[config.mk]
export PLATFORM = sky130hd
export DESIGN_NAME = voice_allocator_oldest_release_top_flat
export DESIGN_NICKNAME = d
export VERILOG_FILES = /design/src/sv/vaor_pkg.sv /design/src/sv/vaor_cmd_if.sv /design/src/sv/vaor_res_if.sv /design/src/sv/vaor_seq.sv /design/src/sv/vaor_dp.sv /design/src/sv/voice_allocator_oldest_release_top.sv /design/src/flat_wrapper.sv
export SDC_FILE = /design/constraint.sdc
export NUM_CORES = 1
export LEC_CHECK = 0
export BUFFER_PORTS_ARGS = -buffer_cell sky130_fd_sc_hd__buf_2
export CAP_MARGIN = 20
export CORE_MARGIN = 2
export CORE_UTILIZATION = 30
export DETAILED_ROUTE_END_ITERATION = 8
export GPL_TIMING_DRIVEN = 0
export PLACE_DENSITY = 0.51
export SYNTH_ARGS = -nofsm -noshare
export SYNTH_HDL_FRONTEND = slang
export SYNTH_SLANG_ARGS = --single-unit
export TNS_END_PERCENT = 100
[constraint.sdc]
create_clock -name clk_i -period 3.5 [get_ports clk_i]
set_input_delay 0.175 -clock clk_i [delete_from_list [all_inputs] [get_ports clk_i]]
set_output_delay 0.175 -clock clk_i [all_outputs]
set_load 0.05 [all_outputs]
[src/sv/vaor_pkg.sv]
// ----------------------------------------------------------------------------
// vaor_pkg
// Shared constants, command codes, step addresses and control/status types
// for the voice allocator with oldest key-off release.
// ----------------------------------------------------------------------------
package vaor_pkg;

  localparam int VOICES  = 16;
  localparam int VW      = $clog2(VOICES);
  localparam int CW      = $clog2(VOICES + 1);
  localparam int CMD_W   = 3;
  localparam int VOICE_W = 4;
  localparam int STEP_W  = 4;

  // command codes
  localparam logic [CMD_W-1:0] CMD_ALLOC      = 3'd0;
  localparam logic [CMD_W-1:0] CMD_REL_OLDEST = 3'd1;
  localparam logic [CMD_W-1:0] CMD_REL_VOICE  = 3'd2;
  localparam logic [CMD_W-1:0] CMD_KEY_ON     = 3'd3;
  localparam logic [CMD_W-1:0] CMD_KEY_OFF    = 3'd4;

  // microprogram step addresses
  localparam logic [STEP_W-1:0] S_IDLE = 4'd0;
  localparam logic [STEP_W-1:0] S_AL0  = 4'd1;
  localparam logic [STEP_W-1:0] S_AL1  = 4'd2;
  localparam logic [STEP_W-1:0] S_RV0  = 4'd3;
  localparam logic [STEP_W-1:0] S_RO0  = 4'd4;
  localparam logic [STEP_W-1:0] S_WALK = 4'd5;
  localparam logic [STEP_W-1:0] S_FR0  = 4'd6;
  localparam logic [STEP_W-1:0] S_FR1  = 4'd7;
  localparam logic [STEP_W-1:0] S_NF0  = 4'd8;
  localparam logic [STEP_W-1:0] S_NF1  = 4'd9;
  localparam logic [STEP_W-1:0] S_KEY  = 4'd10;
  localparam logic [STEP_W-1:0] S_FIN  = 4'd11;
  localparam logic [STEP_W-1:0] S_ERR  = 4'd12;

  typedef enum logic [3:0] {
    A_NONE      = 4'd0,
    A_LATCH     = 4'd1,
    A_ALLOC     = 4'd2,
    A_WALK_INIT = 4'd3,
    A_WALK      = 4'd4,
    A_UNLINK    = 4'd5,
    A_APPEND    = 4'd6,
    A_PICK_HEAD = 4'd7,
    A_KEY       = 4'd8,
    A_ERR       = 4'd9,
    A_FINISH    = 4'd10
  } act_e;

  typedef enum logic [1:0] {
    R_NONE      = 2'd0,
    R_FREE_HEAD = 2'd1,
    R_BUSY_HEAD = 2'd2,
    R_RD        = 2'd3
  } rsel_e;

  typedef enum logic [2:0] {
    J_NEXT     = 3'd0,
    J_GOTO     = 3'd1,
    J_IF       = 3'd2,
    J_WAIT     = 3'd3,
    J_WALK     = 3'd4,
    J_DISPATCH = 3'd5
  } jmp_e;

  typedef enum logic [2:0] {
    C_NONE       = 3'd0,
    C_FREE_EMPTY = 3'd1,
    C_BUSY_EMPTY = 3'd2,
    C_NOT_OCC    = 3'd3,
    C_REL_VOICE  = 3'd4,
    C_V_BAD      = 3'd5,
    C_OUT_FREE   = 3'd6
  } cond_e;

  typedef struct packed {
    act_e              act;
    rsel_e             rsel;
    jmp_e              jmp;
    cond_e             cond;
    logic [STEP_W-1:0] target;
  } ctrl_t;

  typedef struct packed {
    logic free_empty;
    logic busy_empty;
    logic not_occ;
    logic rel_voice;
    logic v_bad;
    logic out_free;
    logic walk_done;
    logic walk_match;
  } stat_t;

endpackage

[src/sv/vaor_cmd_if.sv]
// ----------------------------------------------------------------------------
// vaor_cmd_if
// Request channel: command and voice number with valid/ready handshake.
// ----------------------------------------------------------------------------
interface vaor_cmd_if;
  logic                            valid;
  logic                            ready;
  logic [vaor_pkg::CMD_W-1:0]      command;
  logic [vaor_pkg::VOICE_W-1:0]    voice;

  modport source (output valid, command, voice, input ready);
  modport sink   (input valid, command, voice, output ready);
endinterface

[src/sv/vaor_res_if.sv]
// ----------------------------------------------------------------------------
// vaor_res_if
// Result channel: voice, error flag and free-voice flag with valid/ready.
// ----------------------------------------------------------------------------
interface vaor_res_if;
  logic                            valid;
  logic                            ready;
  logic [vaor_pkg::VOICE_W-1:0]    voice_out;
  logic                            error;
  logic                            free_available;

  modport source (output valid, voice_out, error, free_available, input ready);
  modport sink   (input valid, voice_out, error, free_available, output ready);
endinterface

[src/sv/vaor_seq.sv]
// ----------------------------------------------------------------------------
// vaor_seq
// Step counter and microprogram ROM. Each step issues one control word to the
// datapath and picks the next step from datapath status.
// ----------------------------------------------------------------------------
module vaor_seq (
  input  logic                          clk_i,
  input  logic                          rst_ni,
  input  logic                          accept_i,
  input  logic [vaor_pkg::CMD_W-1:0]    command_i,
  input  vaor_pkg::stat_t               stat_i,
  output vaor_pkg::ctrl_t               ctrl_o,
  output logic                          idle_o
);

  logic [vaor_pkg::STEP_W-1:0] pc_q, pc_d;
  vaor_pkg::ctrl_t             cw;
  logic                        cond;

  function automatic vaor_pkg::ctrl_t ucode(input logic [vaor_pkg::STEP_W-1:0] pc);
    vaor_pkg::ctrl_t c;
    c = '{act: vaor_pkg::A_NONE, rsel: vaor_pkg::R_NONE, jmp: vaor_pkg::J_GOTO,
          cond: vaor_pkg::C_NONE, target: vaor_pkg::S_IDLE};
    unique case (pc)
      vaor_pkg::S_IDLE: begin
        c.act = vaor_pkg::A_LATCH;
        c.jmp = vaor_pkg::J_DISPATCH;
      end
      vaor_pkg::S_AL0: begin
        c.rsel   = vaor_pkg::R_FREE_HEAD;
        c.jmp    = vaor_pkg::J_IF;
        c.cond   = vaor_pkg::C_FREE_EMPTY;
        c.target = vaor_pkg::S_ERR;
      end
      vaor_pkg::S_AL1: begin
        c.act    = vaor_pkg::A_ALLOC;
        c.target = vaor_pkg::S_FIN;
      end
      vaor_pkg::S_RV0: begin
        c.jmp    = vaor_pkg::J_IF;
        c.cond   = vaor_pkg::C_NOT_OCC;
        c.target = vaor_pkg::S_ERR;
      end
      vaor_pkg::S_RO0: begin
        c.act    = vaor_pkg::A_WALK_INIT;
        c.rsel   = vaor_pkg::R_BUSY_HEAD;
        c.jmp    = vaor_pkg::J_IF;
        c.cond   = vaor_pkg::C_BUSY_EMPTY;
        c.target = vaor_pkg::S_ERR;
      end
      vaor_pkg::S_WALK: begin
        c.act    = vaor_pkg::A_WALK;
        c.rsel   = vaor_pkg::R_RD;
        c.jmp    = vaor_pkg::J_WALK;
        c.target = vaor_pkg::S_NF0;
      end
      vaor_pkg::S_FR0: begin
        c.act = vaor_pkg::A_UNLINK;
        c.jmp = vaor_pkg::J_NEXT;
      end
      vaor_pkg::S_FR1: begin
        c.act    = vaor_pkg::A_APPEND;
        c.target = vaor_pkg::S_FIN;
      end
      vaor_pkg::S_NF0: begin
        c.act    = vaor_pkg::A_PICK_HEAD;
        c.rsel   = vaor_pkg::R_BUSY_HEAD;
        c.jmp    = vaor_pkg::J_IF;
        c.cond   = vaor_pkg::C_REL_VOICE;
        c.target = vaor_pkg::S_ERR;
      end
      vaor_pkg::S_NF1: begin
        c.target = vaor_pkg::S_FR0;
      end
      vaor_pkg::S_KEY: begin
        c.act    = vaor_pkg::A_KEY;
        c.jmp    = vaor_pkg::J_IF;
        c.cond   = vaor_pkg::C_V_BAD;
        c.target = vaor_pkg::S_ERR;
      end
      vaor_pkg::S_FIN: begin
        c.act    = vaor_pkg::A_FINISH;
        c.jmp    = vaor_pkg::J_WAIT;
        c.cond   = vaor_pkg::C_OUT_FREE;
        c.target = vaor_pkg::S_IDLE;
      end
      vaor_pkg::S_ERR: begin
        c.act    = vaor_pkg::A_ERR;
        c.target = vaor_pkg::S_FIN;
      end
      default: begin
        c.target = vaor_pkg::S_IDLE;
      end
    endcase
    return c;
  endfunction

  function automatic logic [vaor_pkg::STEP_W-1:0] dispatch(
    input logic [vaor_pkg::CMD_W-1:0] cmd
  );
    logic [vaor_pkg::STEP_W-1:0] s;
    unique case (cmd)
      vaor_pkg::CMD_ALLOC:      s = vaor_pkg::S_AL0;
      vaor_pkg::CMD_REL_OLDEST: s = vaor_pkg::S_RO0;
      vaor_pkg::CMD_REL_VOICE:  s = vaor_pkg::S_RV0;
      vaor_pkg::CMD_KEY_ON:     s = vaor_pkg::S_KEY;
      vaor_pkg::CMD_KEY_OFF:    s = vaor_pkg::S_KEY;
      default:                  s = vaor_pkg::S_ERR;
    endcase
    return s;
  endfunction

  assign cw     = ucode(pc_q);
  assign ctrl_o = cw;
  assign idle_o = (pc_q == vaor_pkg::S_IDLE);

  always_comb begin
    unique case (cw.cond)
      vaor_pkg::C_FREE_EMPTY: cond = stat_i.free_empty;
      vaor_pkg::C_BUSY_EMPTY: cond = stat_i.busy_empty;
      vaor_pkg::C_NOT_OCC:    cond = stat_i.not_occ;
      vaor_pkg::C_REL_VOICE:  cond = stat_i.rel_voice;
      vaor_pkg::C_V_BAD:      cond = stat_i.v_bad;
      vaor_pkg::C_OUT_FREE:   cond = stat_i.out_free;
      default:                cond = 1'b0;
    endcase
  end

  always_comb begin
    unique case (cw.jmp)
      vaor_pkg::J_NEXT: pc_d = pc_q + 1'b1;
      vaor_pkg::J_GOTO: pc_d = cw.target;
      vaor_pkg::J_IF:   pc_d = cond ? cw.target : pc_q + 1'b1;
      vaor_pkg::J_WAIT: pc_d = cond ? cw.target : pc_q;
      vaor_pkg::J_WALK: begin
        // list exhausted wins over a match on the current voice
        if (stat_i.walk_done) begin
          pc_d = cw.target;
        end else if (stat_i.walk_match) begin
          pc_d = pc_q + 1'b1;
        end else begin
          pc_d = pc_q;
        end
      end
      vaor_pkg::J_DISPATCH: pc_d = accept_i ? dispatch(command_i) : pc_q;
      default:              pc_d = vaor_pkg::S_IDLE;
    endcase
  end

  always_ff @(posedge clk_i or negedge rst_ni) begin
    if (!rst_ni) begin
      pc_q <= vaor_pkg::S_IDLE;
    end else begin
      pc_q <= pc_d;
    end
  end

endmodule

[src/sv/vaor_dp.sv]
// ----------------------------------------------------------------------------
// vaor_dp
// Datapath: shared link store for the free and occupied lists, key and
// occupied flags, list heads, tails and count, walk registers and the
// result register. Actions are selected by the sequencer's control word.
// ----------------------------------------------------------------------------
module vaor_dp (
  input  logic                          clk_i,
  input  logic                          rst_ni,
  input  vaor_pkg::ctrl_t               ctrl_i,
  input  logic                          accept_i,
  input  logic [vaor_pkg::CMD_W-1:0]    command_i,
  input  logic [vaor_pkg::VOICE_W-1:0]  voice_i,
  input  logic                          res_ready_i,
  output vaor_pkg::stat_t               stat_o,
  output logic                          res_valid_o,
  output logic [vaor_pkg::VOICE_W-1:0]  voice_out_o,
  output logic                          error_o,
  output logic                          free_avail_o
);

  // link store with per-entry written bits; unwritten entries read as reset chain
  logic [vaor_pkg::VW-1:0]     link_mem [vaor_pkg::VOICES];
  logic [vaor_pkg::VOICES-1:0] link_wr_q, link_wr_d;
  logic [vaor_pkg::VW-1:0]     rd_q;
  logic                        rd_en;
  logic [vaor_pkg::VW-1:0]     rd_addr;
  logic                        wr_en;
  logic [vaor_pkg::VW-1:0]     wr_addr, wr_data;

  logic [vaor_pkg::VOICES-1:0] key_q, key_d, occ_q, occ_d;
  logic [vaor_pkg::VW-1:0]     free_head_q, free_head_d, free_tail_q, free_tail_d;
  logic [vaor_pkg::VW-1:0]     busy_head_q, busy_head_d, busy_tail_q, busy_tail_d;
  logic [vaor_pkg::CW-1:0]     free_cnt_q, free_cnt_d;

  logic [vaor_pkg::CMD_W-1:0]   cmd_q, cmd_d;
  logic [vaor_pkg::VOICE_W-1:0] v_q, v_d;
  logic [vaor_pkg::VW-1:0]      cur_q, cur_d, prev_q, prev_d;
  logic                         has_prev_q, has_prev_d;
  logic [vaor_pkg::CW-1:0]      k_q, k_d;
  logic [vaor_pkg::VOICE_W-1:0] vo_q, vo_d;
  logic                         err_q, err_d;

  logic                         out_valid_q, out_valid_d;
  logic [vaor_pkg::VOICE_W-1:0] out_voice_q, out_voice_d;
  logic                         out_err_q, out_err_d;
  logic                         out_free_q, out_free_d;

  logic                         free_empty, busy_empty, out_free, out_load;
  logic [vaor_pkg::CW-1:0]      busy_n;
  logic                         v_ok, walk_done, walk_match, advance;
  logic [vaor_pkg::VW-1:0]      v_idx;

  function automatic logic [vaor_pkg::VW-1:0] init_link(input logic [vaor_pkg::VW-1:0] i);
    return (int'(i) + 1 < vaor_pkg::VOICES) ? vaor_pkg::VW'(int'(i) + 1) : '0;
  endfunction

  assign free_empty = (free_cnt_q == '0);
  assign busy_empty = (free_cnt_q == vaor_pkg::CW'(vaor_pkg::VOICES));
  assign busy_n     = vaor_pkg::CW'(vaor_pkg::VOICES) - free_cnt_q;
  assign v_ok       = (int'(v_q) < vaor_pkg::VOICES);
  assign v_idx      = vaor_pkg::VW'(v_q);
  assign walk_done  = (k_q >= busy_n);
  assign walk_match = (cmd_q == vaor_pkg::CMD_REL_VOICE) ? (cur_q == v_idx)
                                                         : !key_q[cur_q];
  assign advance    = !walk_done && !walk_match;
  assign out_free   = !out_valid_q || res_ready_i;
  assign out_load   = (ctrl_i.act == vaor_pkg::A_FINISH) && out_free;

  assign stat_o.free_empty = free_empty;
  assign stat_o.busy_empty = busy_empty;
  assign stat_o.not_occ    = !v_ok || !occ_q[v_idx];
  assign stat_o.rel_voice  = (cmd_q == vaor_pkg::CMD_REL_VOICE);
  assign stat_o.v_bad      = !v_ok;
  assign stat_o.out_free   = out_free;
  assign stat_o.walk_done  = walk_done;
  assign stat_o.walk_match = walk_match;

  // read port
  always_comb begin
    unique case (ctrl_i.rsel)
      vaor_pkg::R_FREE_HEAD: rd_addr = free_head_q;
      vaor_pkg::R_BUSY_HEAD: rd_addr = busy_head_q;
      vaor_pkg::R_RD:        rd_addr = rd_q;
      default:               rd_addr = '0;
    endcase
    // during the walk the link of the current voice is held once it matches
    rd_en = (ctrl_i.rsel != vaor_pkg::R_NONE) &&
            ((ctrl_i.act != vaor_pkg::A_WALK) || advance);
  end

  always_comb begin
    free_head_d = free_head_q;
    free_tail_d = free_tail_q;
    busy_head_d = busy_head_q;
    busy_tail_d = busy_tail_q;
    free_cnt_d  = free_cnt_q;
    key_d       = key_q;
    occ_d       = occ_q;
    cmd_d       = cmd_q;
    v_d         = v_q;
    cur_d       = cur_q;
    prev_d      = prev_q;
    has_prev_d  = has_prev_q;
    k_d         = k_q;
    vo_d        = vo_q;
    err_d       = err_q;
    wr_en       = 1'b0;
    wr_addr     = '0;
    wr_data     = '0;

    unique case (ctrl_i.act)
      vaor_pkg::A_LATCH: begin
        if (accept_i) begin
          cmd_d = command_i;
          v_d   = voice_i;
          err_d = 1'b0;
          if (command_i == vaor_pkg::CMD_REL_VOICE || command_i == vaor_pkg::CMD_KEY_ON ||
              command_i == vaor_pkg::CMD_KEY_OFF) begin
            vo_d = voice_i;
          end else begin
            vo_d = '0;
          end
        end
      end
      vaor_pkg::A_ALLOC: begin
        free_head_d = rd_q;
        free_cnt_d  = free_cnt_q - 1'b1;
        if (busy_empty) begin
          busy_head_d = free_head_q;
        end else begin
          wr_en   = 1'b1;
          wr_addr = busy_tail_q;
          wr_data = free_head_q;
        end
        busy_tail_d         = free_head_q;
        occ_d[free_head_q]  = 1'b1;
        vo_d                = vaor_pkg::VOICE_W'(free_head_q);
      end
      vaor_pkg::A_WALK_INIT: begin
        cur_d      = busy_head_q;
        prev_d     = '0;
        has_prev_d = 1'b0;
        k_d        = '0;
      end
      vaor_pkg::A_WALK: begin
        if (advance) begin
          prev_d     = cur_q;
          has_prev_d = 1'b1;
          cur_d      = rd_q;
          k_d        = k_q + 1'b1;
        end
      end
      vaor_pkg::A_PICK_HEAD: begin
        cur_d      = busy_head_q;
        prev_d     = '0;
        has_prev_d = 1'b0;
      end
      vaor_pkg::A_UNLINK: begin
        // rd_q holds the link out of the picked voice
        if (cur_q == busy_head_q) begin
          busy_head_d = rd_q;
        end
        if (cur_q == busy_tail_q) begin
          busy_tail_d = has_prev_q ? prev_q : '0;
        end
        if (has_prev_q) begin
          wr_en   = 1'b1;
          wr_addr = prev_q;
          wr_data = rd_q;
        end
        occ_d[cur_q] = 1'b0;
        key_d[cur_q] = 1'b0;
      end
      vaor_pkg::A_APPEND: begin
        if (free_empty) begin
          free_head_d = cur_q;
        end else begin
          wr_en   = 1'b1;
          wr_addr = free_tail_q;
          wr_data = cur_q;
        end
        free_tail_d = cur_q;
        free_cnt_d  = free_cnt_q + 1'b1;
        vo_d        = vaor_pkg::VOICE_W'(cur_q);
      end
      vaor_pkg::A_KEY: begin
        if (v_ok) begin
          key_d[v_idx] = (cmd_q == vaor_pkg::CMD_KEY_ON);
        end
      end
      vaor_pkg::A_ERR: begin
        err_d = 1'b1;
      end
      default: begin
      end
    endcase
  end

  always_comb begin
    link_wr_d = link_wr_q;
    if (wr_en) begin
      link_wr_d[wr_addr] = 1'b1;
    end
  end

  always_comb begin
    out_valid_d = out_valid_q;
    out_voice_d = out_voice_q;
    out_err_d   = out_err_q;
    out_free_d  = out_free_q;
    if (out_load) begin
      out_valid_d = 1'b1;
      out_voice_d = vo_q;
      out_err_d   = err_q;
      out_free_d  = !free_empty;
    end else if (res_ready_i) begin
      out_valid_d = 1'b0;
    end
  end

  always_ff @(posedge clk_i) begin
    if (wr_en) begin
      link_mem[wr_addr] <= wr_data;
    end
    if (rd_en) begin
      rd_q <= link_wr_q[rd_addr] ? link_mem[rd_addr] : init_link(rd_addr);
    end
  end

  always_ff @(posedge clk_i) begin
    cmd_d_reg: begin
      cmd_q       <= cmd_d;
      v_q         <= v_d;
      cur_q       <= cur_d;
      prev_q      <= prev_d;
      has_prev_q  <= has_prev_d;
      k_q         <= k_d;
      vo_q        <= vo_d;
      err_q       <= err_d;
      out_voice_q <= out_voice_d;
      out_err_q   <= out_err_d;
      out_free_q  <= out_free_d;
    end
  end

  always_ff @(posedge clk_i or negedge rst_ni) begin
    if (!rst_ni) begin
      link_wr_q   <= '0;
      key_q       <= '0;
      occ_q       <= '0;
      free_head_q <= '0;
      free_tail_q <= vaor_pkg::VW'(vaor_pkg::VOICES - 1);
      free_cnt_q  <= vaor_pkg::CW'(vaor_pkg::VOICES);
      busy_head_q <= '0;
      busy_tail_q <= '0;
      out_valid_q <= 1'b0;
    end else begin
      link_wr_q   <= link_wr_d;
      key_q       <= key_d;
      occ_q       <= occ_d;
      free_head_q <= free_head_d;
      free_tail_q <= free_tail_d;
      free_cnt_q  <= free_cnt_d;
      busy_head_q <= busy_head_d;
      busy_tail_q <= busy_tail_d;
      out_valid_q <= out_valid_d;
    end
  end

  assign res_valid_o  = out_valid_q;
  assign voice_out_o  = out_voice_q;
  assign error_o      = out_err_q;
  assign free_avail_o = out_free_q;

endmodule

[src/sv/voice_allocator_oldest_release_top.sv]
// ----------------------------------------------------------------------------
// voice_allocator_oldest_release_top
// Synth voice allocator: free and occupied age-ordered lists, oldest key-off
// release with oldest-voice steal, named release and key on/off.
// ----------------------------------------------------------------------------
// One request is worked at a time by a microprogram of thirteen steps; the
// request channel is ready only while the sequencer sits in its idle step, and
// a finished result waits in an output register so the next request can be
// taken before it is collected. Both release commands walk the occupied list
// one voice per cycle through the link store's single read port; with every
// key held, release oldest steals the oldest occupied voice. A request also
// waits in its last step for as long as the previous result still sits
// uncollected in the output register.
module voice_allocator_oldest_release_top (
  input  logic        clk_i,
  input  logic        rst_ni,
  vaor_cmd_if.sink    cmd_i,
  vaor_res_if.source  res_o
);

  vaor_pkg::ctrl_t ctrl;
  vaor_pkg::stat_t stat;
  logic            idle;
  logic            accept;

  assign cmd_i.ready = idle;
  assign accept      = cmd_i.valid && idle;

  vaor_seq u_seq (
    .clk_i     (clk_i),
    .rst_ni    (rst_ni),
    .accept_i  (accept),
    .command_i (cmd_i.command),
    .stat_i    (stat),
    .ctrl_o    (ctrl),
    .idle_o    (idle)
  );

  vaor_dp u_dp (
    .clk_i        (clk_i),
    .rst_ni       (rst_ni),
    .ctrl_i       (ctrl),
    .accept_i     (accept),
    .command_i    (cmd_i.command),
    .voice_i      (cmd_i.voice),
    .res_ready_i  (res_o.ready),
    .stat_o       (stat),
    .res_valid_o  (res_o.valid),
    .voice_out_o  (res_o.voice_out),
    .error_o      (res_o.error),
    .free_avail_o (res_o.free_available)
  );

endmodule
[src/flat_wrapper.sv]
// flat-port wrapper written by rule: the top's interface ports become plain ports
module voice_allocator_oldest_release_top_flat 
  (clk_i, rst_ni, cmd_i_valid, cmd_i_command, cmd_i_voice, cmd_i_ready, res_o_valid, res_o_voice_out, res_o_error, res_o_free_available, res_o_ready);
  vaor_cmd_if cmd_i_i ();
  vaor_res_if res_o_i ();
  input  logic clk_i;
  input  logic rst_ni;
  input wire logic [$bits(cmd_i_i.valid)-1:0] cmd_i_valid;
  input wire logic [$bits(cmd_i_i.command)-1:0] cmd_i_command;
  input wire logic [$bits(cmd_i_i.voice)-1:0] cmd_i_voice;
  output wire logic [$bits(cmd_i_i.ready)-1:0] cmd_i_ready;
  output wire logic [$bits(res_o_i.valid)-1:0] res_o_valid;
  output wire logic [$bits(res_o_i.voice_out)-1:0] res_o_voice_out;
  output wire logic [$bits(res_o_i.error)-1:0] res_o_error;
  output wire logic [$bits(res_o_i.free_available)-1:0] res_o_free_available;
  input wire logic [$bits(res_o_i.ready)-1:0] res_o_ready;
  assign cmd_i_i.valid = cmd_i_valid;
  assign cmd_i_i.command = cmd_i_command;
  assign cmd_i_i.voice = cmd_i_voice;
  assign cmd_i_ready = cmd_i_i.ready;
  assign res_o_valid = res_o_i.valid;
  assign res_o_voice_out = res_o_i.voice_out;
  assign res_o_error = res_o_i.error;
  assign res_o_free_available = res_o_i.free_available;
  assign res_o_i.ready = res_o_ready;
  voice_allocator_oldest_release_top u_core (.clk_i(clk_i), .rst_ni(rst_ni), .cmd_i(cmd_i_i), .res_o(res_o_i));
endmodule
==> summary.md <==
| Metric | Value |
|---|---|
| Clk_skew | `0.0153 ns` |
| Filler cells | `3132` |
| Tightest Pin Transition | `1.04 ns` |
| Worst path most repeated cell | `nand2_1` |
| Top fanout value on the critical path | `10` |
| Mapped Cells | `885` |
| First-pass GRT wire length | `42600 um` |
| Clk_lat worst skew | `between 0.4 and 0.5 ns` |
| CP arrival | `3.53 ns` |
| Hold Vio Cnt, Final | `0` |
| Total power draw | `between 8 and 9 mW` |
| Sequential area share after synthesis | `52.3%` |
| Number of port buffers | `18` |
| Final Non-Filler Cells | `1344` |
| Area contributors post-synth | `edfxtp_1 (32%), dfrtp_1 (19%), nand2_1 (4.2%)` |
| Final net count | `965` |
| Post-DP HPWL | `19500 um` |
| Via count | `7330` |
| DRC | `0` |
| Synth warnings | `0` |
| Clock buffer depth | `2` |
| Fmax | `roughly 300 MHz` |
| Slowest cell on the critical path | `o32a_2` |
| Gr usage total | `16.9%` |
| FF-to-FF Start | `u_core.u_seq.pc_q[0]` |
| Height of the die | `180 um` |
| Worst R2R Path Depth | `12` |
| Worst Setup End Kind | `register` |
| H-tree levels | `4` |
| ANT cells | `0` |
| R2r setup slk | `0.18 ns` |
| Max-Cap Viols | `0` |
| Synth Flop Type | `edfxtp_1` |
| CTS Buf Count | `17` |
| Max incr delay on CP | `slightly above 0.5 ns` |
| RR Endpoint | `u_core.u_dp.rd_q[2]` |
| RSZ-0062 raised after global routing | `no` |
| Initial antenna violation count | `0` |
| Top sig layer | `met4` |
| Crit Path Category | `reg2reg` |
| CP Launch Type | `register` |
| Max Slew Vio Count | `0` |
| Post-DR wirelength/cell | `20.3 um` |
| Placeable Area | `30600 sq um` |
| Tightest Hold Check Type | `in2async` |
| Count of different cell masters after synthesis | `79` |
| Met1 Wirelength | `12800 um` |
| Layout cells sized above 1 | `14.9%` |
| Starting Density | `a little under a third` |
| Flops & latches, synth | `174` |
| Area Growth Syn to Fin | `15.3%` |
| Vias per cell | `5.45` |
| CP cell instances | `inv_1 -> ha_1 -> buf_2 -> nand2_1 -> a211oi_4 -> buf_12 -> or2_1 -> buf_4 -> nand2_1 -> o32a_2 -> nand2_1 -> mux2i_1` |
| Met2 wire len | `12800 um` |
| DRT iter0 DRCs | `703` |
| I/O pin cnt | `19` |
| P_leak | `4.04 nW` |
| RePlAce Congestion | `0.885` |
| Root buffer cell | `clkbuf_16` |
| Syn_nets | `roughly 910` |
| Synthesized area per cell | `10.5 sq um` |
| Row count | `64` |
| Metal3 WL | `approximately 1300 um` |
| Die Span X | `~180 um` |
| CTS tree | `done` |
| Async SR Flop Fraction | `42.5%` |
| Synthesized cell area | `9300 sq um` |
| Peak VDD IR | `between 0.3 and 0.4 mV` |
| Largest net degree at the start of global routing | `63` |
| Fin crit share | `94.7%` |
| Antenna Nets Post-Route | `0` |
| Synth top area share | `32.3%` |
| Sink Count | `174` |
| Final min period | `3.32 ns` |
| Number of synthesized flops with an enable pin | `100` |
| Power Density | `805 nW/um^2` |
| Slew headroom | `30.2%` |
| Clock-pin slew on the worst setup and hold paths | `0.08 ns` |
| GRT overflow | `0` |
| Vias in the first global route | `slightly above 7000` |
| WP data required | `between 3 and 4 ns` |
| First-pass detailed-route iteration total | `5` |
| Die ar. | `roughly 32000 sq um` |
| Dominant cell type by area after synthesis | `edfxtp_1` |
| Setup Viol. Count Final | `0` |
| DP Cell Count | `between 1000 and 1500` |
| Status | `finished clean` |
| Routed WL | `27200 um` |
-- flip-flops by register name, indices dropped and copies added (netlist names), 5 cells and up --
register	flops
u_core.u_dp.key_q	16
u_core.u_dp.free_cnt_q	5
u_core.u_dp.link_wr_q	16
u_core.u_dp.occ_q	16
u_core.u_dp.k_q	5
u_core.u_dp.link_mem	64
-- cells by family (layout without fill, tap and decap cells) --
| kind of cell | after synthesis | count (layout) | share of synthesized area, % |
|---|---|---|---|
| multiplexers | 25 | 25 | 3.61 |
| XOR/XNOR | 24 | 24 | 2.26 |
| flip-flops | 174 | 174 | 52.3 |
| buffers and inverters | 77 | 140 | 3.78 |
| AND/OR/NAND/NOR | 299 | 299 | 16.3 |
| AO/OA/AOI/OAI | 268 | 268 | 19.3 |
| adder cells (fa/ha/maj) | 18 | 18 | 2.50 |
-- stage by stage --
step	cell area (sq um)	utilization (%)	setup TNS (ns)	setup slack [ns]	hold slack, ns
finish	10700	35.0	0	0.184	0.117
global route	10700	35.0	0	0.00582	0.137
CTS	10600	34.7	0	0.00872	0.115
detailed placement	9930	32.5	-2.91	-0.131	0.0418
global placement	9880	32.3	-21.82	-1.02	0.400
floorplan	9300	-	0	0.307	-0.121
-- placed cells by master (no fill, tap or decap), types with 13 or more instances in the layout --
master	count
nand2_1	105
edfxtp_1	100
dfrtp_1	69
o21ai_0	61
a21oi_1	58
nor2_1	46
a31oi_1	33
buf_2	31
clkbuf_1	28
a211oi_1	23
nand3_1	18
and3_1	18
inv_1	17
clkbuf_16	17
ha_1	16
nor2b_1	15
and2_1	15
xor2_1	15
nor2_2	13
-- worst max-delay path by stage --
stage | from | to | slack [ns] | depth (start not counted)
6_report | u_core.u_seq.pc_q[0] | u_core.u_dp.rd_q[2] | 0.18 | 12
5_1_grt | u_core.u_seq.pc_q[0] | u_core.u_dp.free_cnt_q[4] | 0.006 | 14
4_1_cts | u_core.u_seq.pc_q[0] | u_core.u_dp.link_mem[7][2] | 0.009 | 9
3_5_place_dp | u_core.u_seq.pc_q[0] | u_core.u_dp.link_mem[7][1] | -0.13 | 10
3_3_place_gp | u_core.u_seq.pc_q[0] | u_core.u_dp.link_mem[7][3] | -1.02 | 9
2_1_floorplan | u_core.u_seq.pc_q[0] | u_core.u_seq.pc_q[2] | 0.31 | 9
-- synth_stat cells (all sizes together) (7+ instances only) --
| library cell | count |
|---|---|
| a311o | 8 |
| nor2 | 62 |
| xnor2 | 9 |
| mux2 | 8 |
| ha | 17 |
| a31oi | 33 |
| o21ai | 64 |
| buf | 25 |
| nor2b | 17 |
| and3 | 18 |
| clkbuf | 32 |
| nor3 | 10 |
| mux2i | 11 |
| o211ai | 7 |
| a211oi | 24 |
| inv | 20 |
| nand2 | 105 |
| nand2b | 9 |
| a22oi | 10 |
| a21oi | 59 |
| edfxtp | 100 |
| xor2 | 15 |
| or2 | 11 |
| and2 | 17 |
| nor3b | 14 |
| nand3 | 18 |
| dfrtp | 69 |
| a32oi | 7 |
-- routing by layer --
metal  vias up  track usage (%)
li1       3415                -
met1      3664             24.4
met2       227             26.7
met3        24             2.34
met4         0             4.26
met5         -                0
-- layout make-up --
cell class | count | area [sq um] | share of cell area, %
flip-flops and latches | 174 | 4860 | 45.4
multi-input cells | 634 | 4150 | 38.7
clock buffers | 17 | 425 | 3.97
plain buffers | 57 | 279 | 2.60
well taps | 396 | 495 | 4.62
repair buffers | 32 | 251 | 2.35
clock inverters | 14 | 173 | 1.61
inverters | 20 | 81.3 | 0.759
-- where the power goes --
group          switching (mW)  internal, mW  total [mW]
combinational            2.40          1.33        3.73
sequential              0.290          2.66        2.95
clock                   0.928          1.02        1.95
total                    3.62          5.01        8.63
-- critical path: cells and delay by family, from the launching register on --
family,cells,cell delay (ns)
muxes,1,0.35
buffers and inverters,4,0.72
AOI/OAI and AO/OA,2,0.78
DFF,1,0.46
and+or+nand+nor,4,0.48
adders and majority gates,1,0.28
-- repair_timing --
action | 4_1_cts | 5_1_grt
resized for setup | 3 | 24
pin swaps | 0 | 1
hold buffers | 8 | 0
hold endpoints to repair | 76 | 0
buffers inserted | 0 | 3
endpoints found under the setup margin | 27 | 108
No activity file was read; power rests on OpenSTA's default activity.
